File: config.mk
export PLATFORM = sky130hd
export DESIGN_NAME = cht_store
export DESIGN_NICKNAME = d
export VERILOG_FILES = /design/src/rtl/core/cht_pkg.sv /design/src/rtl/core/cht_store.sv
export SDC_FILE = /design/constraint.sdc
export NUM_CORES = 2
export LEC_CHECK = 0
export BUFFER_PORTS_ARGS = -buffer_cell sky130_fd_sc_hd__buf_2
export CAP_MARGIN = 20
export CORE_MARGIN = 8
export CORE_UTILIZATION = 45
export CTS_CLUSTER_DIAMETER = 40
export DETAILED_ROUTE_END_ITERATION = 12
export GPL_ROUTABILITY_DRIVEN = 0
export GPL_TIMING_DRIVEN = 0
export MAX_ROUTING_LAYER = met4
export SLEW_MARGIN = 40
export SYNTH_ARGS = -nofsm -noshare
export SYNTH_HDL_FRONTEND = slang
export SYNTH_SLANG_ARGS = --single-unit
File: constraint.sdc
create_clock -name clock -period 4.8 [get_ports clock]
set_clock_uncertainty 0.05 [all_clocks]
set_input_delay 0.96 -clock clock [delete_from_list [all_inputs] [get_ports clock]]
set_output_delay 0.96 -clock clock [all_outputs]
set_load 0.02 [all_outputs]
File: src/rtl/core/cht_pkg.sv
package cht_pkg;

   localparam int MaxBuckets  = 16;
   localparam int ChainDepth  = 8;
   localparam int KeyW        = 31;
   localparam int BktW        = $clog2(MaxBuckets);
   localparam int SlotW       = $clog2(ChainDepth);
   localparam int LenW        = $clog2(ChainDepth + 1);
   localparam int AddrW       = BktW + SlotW;
   localparam int CntW        = 5;

   localparam logic [1:0] OpInsert = 2'd0;
   localparam logic [1:0] OpRemove = 2'd1;
   localparam logic [1:0] OpSearch = 2'd2;

   localparam logic [1:0] StDone    = 2'd0;
   localparam logic [1:0] StFull    = 2'd1;
   localparam logic [1:0] StMissing = 2'd2;

   localparam logic [1:0] RegBucketCount = 2'd0;
   localparam logic [1:0] RegHashMode    = 2'd1;

   typedef enum logic [3:0] {
      ST_IDLE,
      ST_HASH,
      ST_INS,
      ST_SCAN_RD,
      ST_SCAN_CMP,
      ST_SHIFT_RD,
      ST_SHIFT_WR,
      ST_NEXT_BKT,
      ST_RESP
   } state_type;

   // hash unit start/finish handshake
   typedef struct packed {
      logic           start;
      logic           mode;
      logic [CntW-1:0] n;
   } hash_ctl_type;

   typedef struct packed {
      logic            done;
      logic [BktW-1:0] bucket;
   } hash_sts_type;

endpackage

File: src/rtl/core/cht_store.sv
// Key store: one write port, one registered read port.
module cht_store import cht_pkg::*; (
   input  logic             clock,
   input  logic             wr_en,
   input  logic [AddrW-1:0] wr_addr,
   input  logic [KeyW-1:0]  wr_data,
   input  logic [AddrW-1:0] rd_addr,
   output logic [KeyW-1:0]  rd_data
);

   logic [KeyW-1:0] mem [2**AddrW];

   always_ff @(posedge clock) begin
      if (wr_en) mem[wr_addr] <= wr_data;
      rd_data <= mem[rd_addr];
   end

endmodule

# Word level (Yosys, flattened, before mapping)
# Memories as Yosys holds them, arrays and structs flattened. A register that Yosys moved wholly into a read port is not among the register bits.
# Index checks and enable logic that the tools add are counted.
[op_classes]
n_mux = 2
[op_table]
columns = ["op", "n"]
rows = [
  ["$mux 1", 2],
]
[word_totals]
n_memories = 1
wordCells = 3
reg_bits = 0
inputBits = 47
output_inout_bits = 31
ram_bits = 3968
[memory_table]
columns = ["name", "words", "width", "rd", "rd_ports_with_merged_regs", "wr", "line_no", "rtl"]
rows = [
  ["mem", 128, 31, 1, 1, 1, "cht_store.sv:11", "logic [KeyW-1:0] mem [2**AddrW];"],
]

# Longest topological paths before layout
[logic_depth]
word_depth = 2
depth_mapped = 7
depth_no_buf = 4

# Worst setup path after synthesis
# Ideal clock, no wire load.
[synth_timing]
path_type = "input-to-reg"
startpoint = "input wr_en"
endpoint = "memory mem[98][0] (enable)"
setup_slack_ns = 0.622
n_path_buf = 1
path_stages = 3
setup_time_ns = 0.458
t_arrival_ns = 3.671
t_required_ns = 4.292
path_cell_list = "clkbuf_1 > nand4_1 > nor3_1"
[synth_via]
elab_chain_cells = 2
[synth_lines]
columns = ["element", "line_no", "rtl"]
rows = [
  ["from (decl)", "cht_store.sv:4", "input logic wr_en,"],
  ["$mux 1", "cht_store.sv:14", "if (wr_en) mem[wr_addr] <= wr_data;"],
  ["$mux 1 (not written as such)", "cht_store.sv:14", ""],
  ["to (decl)", "cht_store.sv:11", ""],
]
# Every way passes these cells.

==> qor.csv <==
metric,value,unit
critPathArrivalTime,4.93,ns
report.final.hold_viol_count,0,
postPlaceCellArea,0.165,mm2
die-area,0.355,mm2
first_pass_iters,5,
grt_start_max_net_pins,90,
cts_sinks,3999,
synth_seq_area_share,79.1,%
worst_pin_slew,0.886,ns
post_drt_wl_per_cell,34.8,um
synthAdderAreaFrac,0,%
nFillCells,24695,
fin_crit_sh,86.6,%
crit_family,multiplexers,
status,finished clean,
ys_types,15,
seq_area,0.120,mm2
timing.critical_path.buf_inv,3,
hpwl,284000,um
utilization,54.0,%
syn2layout_area_growth,19.8,%
critPathMaxFanout,12,
synth_compound_area_share,0,%
syn_avg_cell_area,26.1,um2
cts.repair.resized,0,
syn_nets,5855,
cts_buffers,470,
slowest_stage,mux4_2,
synth_xor_area_share,0,%
post_drt_via_cell_ratio,6.01,
htreeDepth,5,
syn_inst,5808,
rsz0062_at_grt,false,
rows,213,
cp-end-kind,flip-flop,
grt_use_total,23.2,%
crit_chain,clkbuf_1 > clkbuf_4 > clkbuf_1 > mux4_2 > mux4_2 > mux4_2 > mux2_2,
slowest_delay,0.78,ns
antenna_found_initial,64,
slew_headroom,40.9,%
synth_mux_area_share,19.6,%
finalInstanceArea,0.181,mm2
first_iter_violations,8719,
grt_pass1_wl,562000,um
path_class,in -> reg,
pin_count,78,
period_minus_slack,4.16,ns
cts_tree,done,
die_height,596,um
clk_latency,0.96,ns
grt_overflow_total,0,
power,78.6,mW
powerDensity,433,mW/mm2
fp.dieW,596,um
post_cts_buffers,0,
synth_top_family_by_area,multiplexers,
multi_input_area,0.0313,mm2
yosys_warnings,0,
p_leak,56.4,nW
fmax,241,MHz
path_clk_slew,0.06,ns
worstSetupStartpointType,input port,
first_global_vias,71309,
cts_root_buf,clkbuf_16,
cp.required,5.57,ns
drt_wl_total,404000,um
clk_path_buf_depth,4,
ir_drop,0.000364,V
cts_hold_buffers,0,
vias,69919,
synth_area,0.151,mm2
drive_gt1_share,40.0,%
core,0.336,mm2
finalSetupViolations,0,
layout.nets,6739,
hold_class,in -> reg,
portBuffers,67,
remaining_drc_errors,0,
synth_seq_cells,3999,
ant_nets,0,
synth_simple_gate_area_share,0.460,%
cp_common_cell,mux4_2,
cap_violations,0,
start_util,45.1,%
maxSlewViolCount,0,
## layout make-up
class	count	area share, %
plain buffers	306	0.801
multi-input cells	1503	17.3
clock buffers	523	6.68
diodes	133	0.184
repair buffers	412	3.93
well taps	4407	3.04
flip-flops and latches	3999	66.0
clock inverters	349	2.05
## report_power, final
| part | internal (mW) | switching [mW] |
|---|---|---|
| logic | 1.53 | 2.61 |
| clock network | 21.4 | 14.5 |
| registers | 38.6 | 0.0412 |
| total | 61.5 | 17.1 |
## registers in the layout, summed over array words and instances, names as in the netlist
name and flops:
rd_data 31, mem 3968
## Yosys cell counts
| library cell | number | area, um2 |
|---|---|---|
| edfxtp_1 | 3968 | 119000 |
| mux4_2 | 1302 | 29300 |
| clkbuf_1 | 176 | 661 |
| nor2_1 | 122 | 458 |
| buf_2 | 91 | 455 |
| buf_1 | 39 | 146 |
| dfxtp_1 | 31 | 621 |
| mux2_2 | 31 | 349 |
| nand2_1 | 14 | 52.6 |
| nand3_1 | 12 | 60.1 |
| nor3_1 | 9 | 45.0 |
| nor2b_1 | 7 | 43.8 |
| nand4_1 | 3 | 18.8 |
| nand2b_1 | 2 | 12.5 |
| or3_1 | 1 | 6.26 |
## logic make-up (layout without fill, tap and decap cells)
group	Yosys count	in the layout
muxes	1333	1333
other	0	133
buffers and inverters	306	1590
and+or+nand+nor	170	170
DFF	3999	3999
## worst paths after layout
kind / endpoint / cells past startpoint / slack [ns] / start
worst min register to register: rd_data[15] / 4 / 1.10 / mem[78][15]
worst max register to register: rd_data[16] / 4 / 1.95 / mem[62][16]
worst max-delay path: rd_data[12] / 7 / 0.64 / rd_addr[2]
worst min-delay path: mem[2][30] / 1 / 0.35 / wr_data[30]
## routing by layer
metal | GRT usage (%) | part of all wire, % | vias up
met5 | - | 0 | -
met4 | 7.98 | 3.5 | 0
met3 | 4.72 | 8.7 | 574
met2 | 36.8 | 49 | 3111
met1 | 30.2 | 38 | 38519
li1 | - | - | 27715
## metrics by stage
| stage | setup slack, ns | std cells | hold slack [ns] | TNS (ns) |
|---|---|---|---|---|
| 2_1_floorplan | 0.622 | 5808 | 1.01 | 0 |
| 3_3_place_gp | -3.14 | 10282 | 1.08 | -4357.10 |
| 3_5_place_dp | -0.291 | 10625 | 1.10 | -5.38 |
| 4_1_cts | 0.708 | 11497 | 0.289 | 0 |
| 5_1_grt | 0.628 | 11603 | 0.342 | 0 |
| 6_report | 0.643 | 11632 | 0.346 | 0 |
## placed cells by master, fill, tap and decap left out, drive strengths merged
cell type  count
dfxtp         31
diode        133
mux4        1302
clkinvlp      60
edfxtp      3968
mux2          31
bufinv        57
inv           52
buf          539
or3            1
clkbuf       702
clkinv       180
nor2b          7
nor2         122
nand2b         2
nand3         12
nor3           9
nand4          3
nand2         14
No activity file was read; power rests on OpenSTA's default activity.
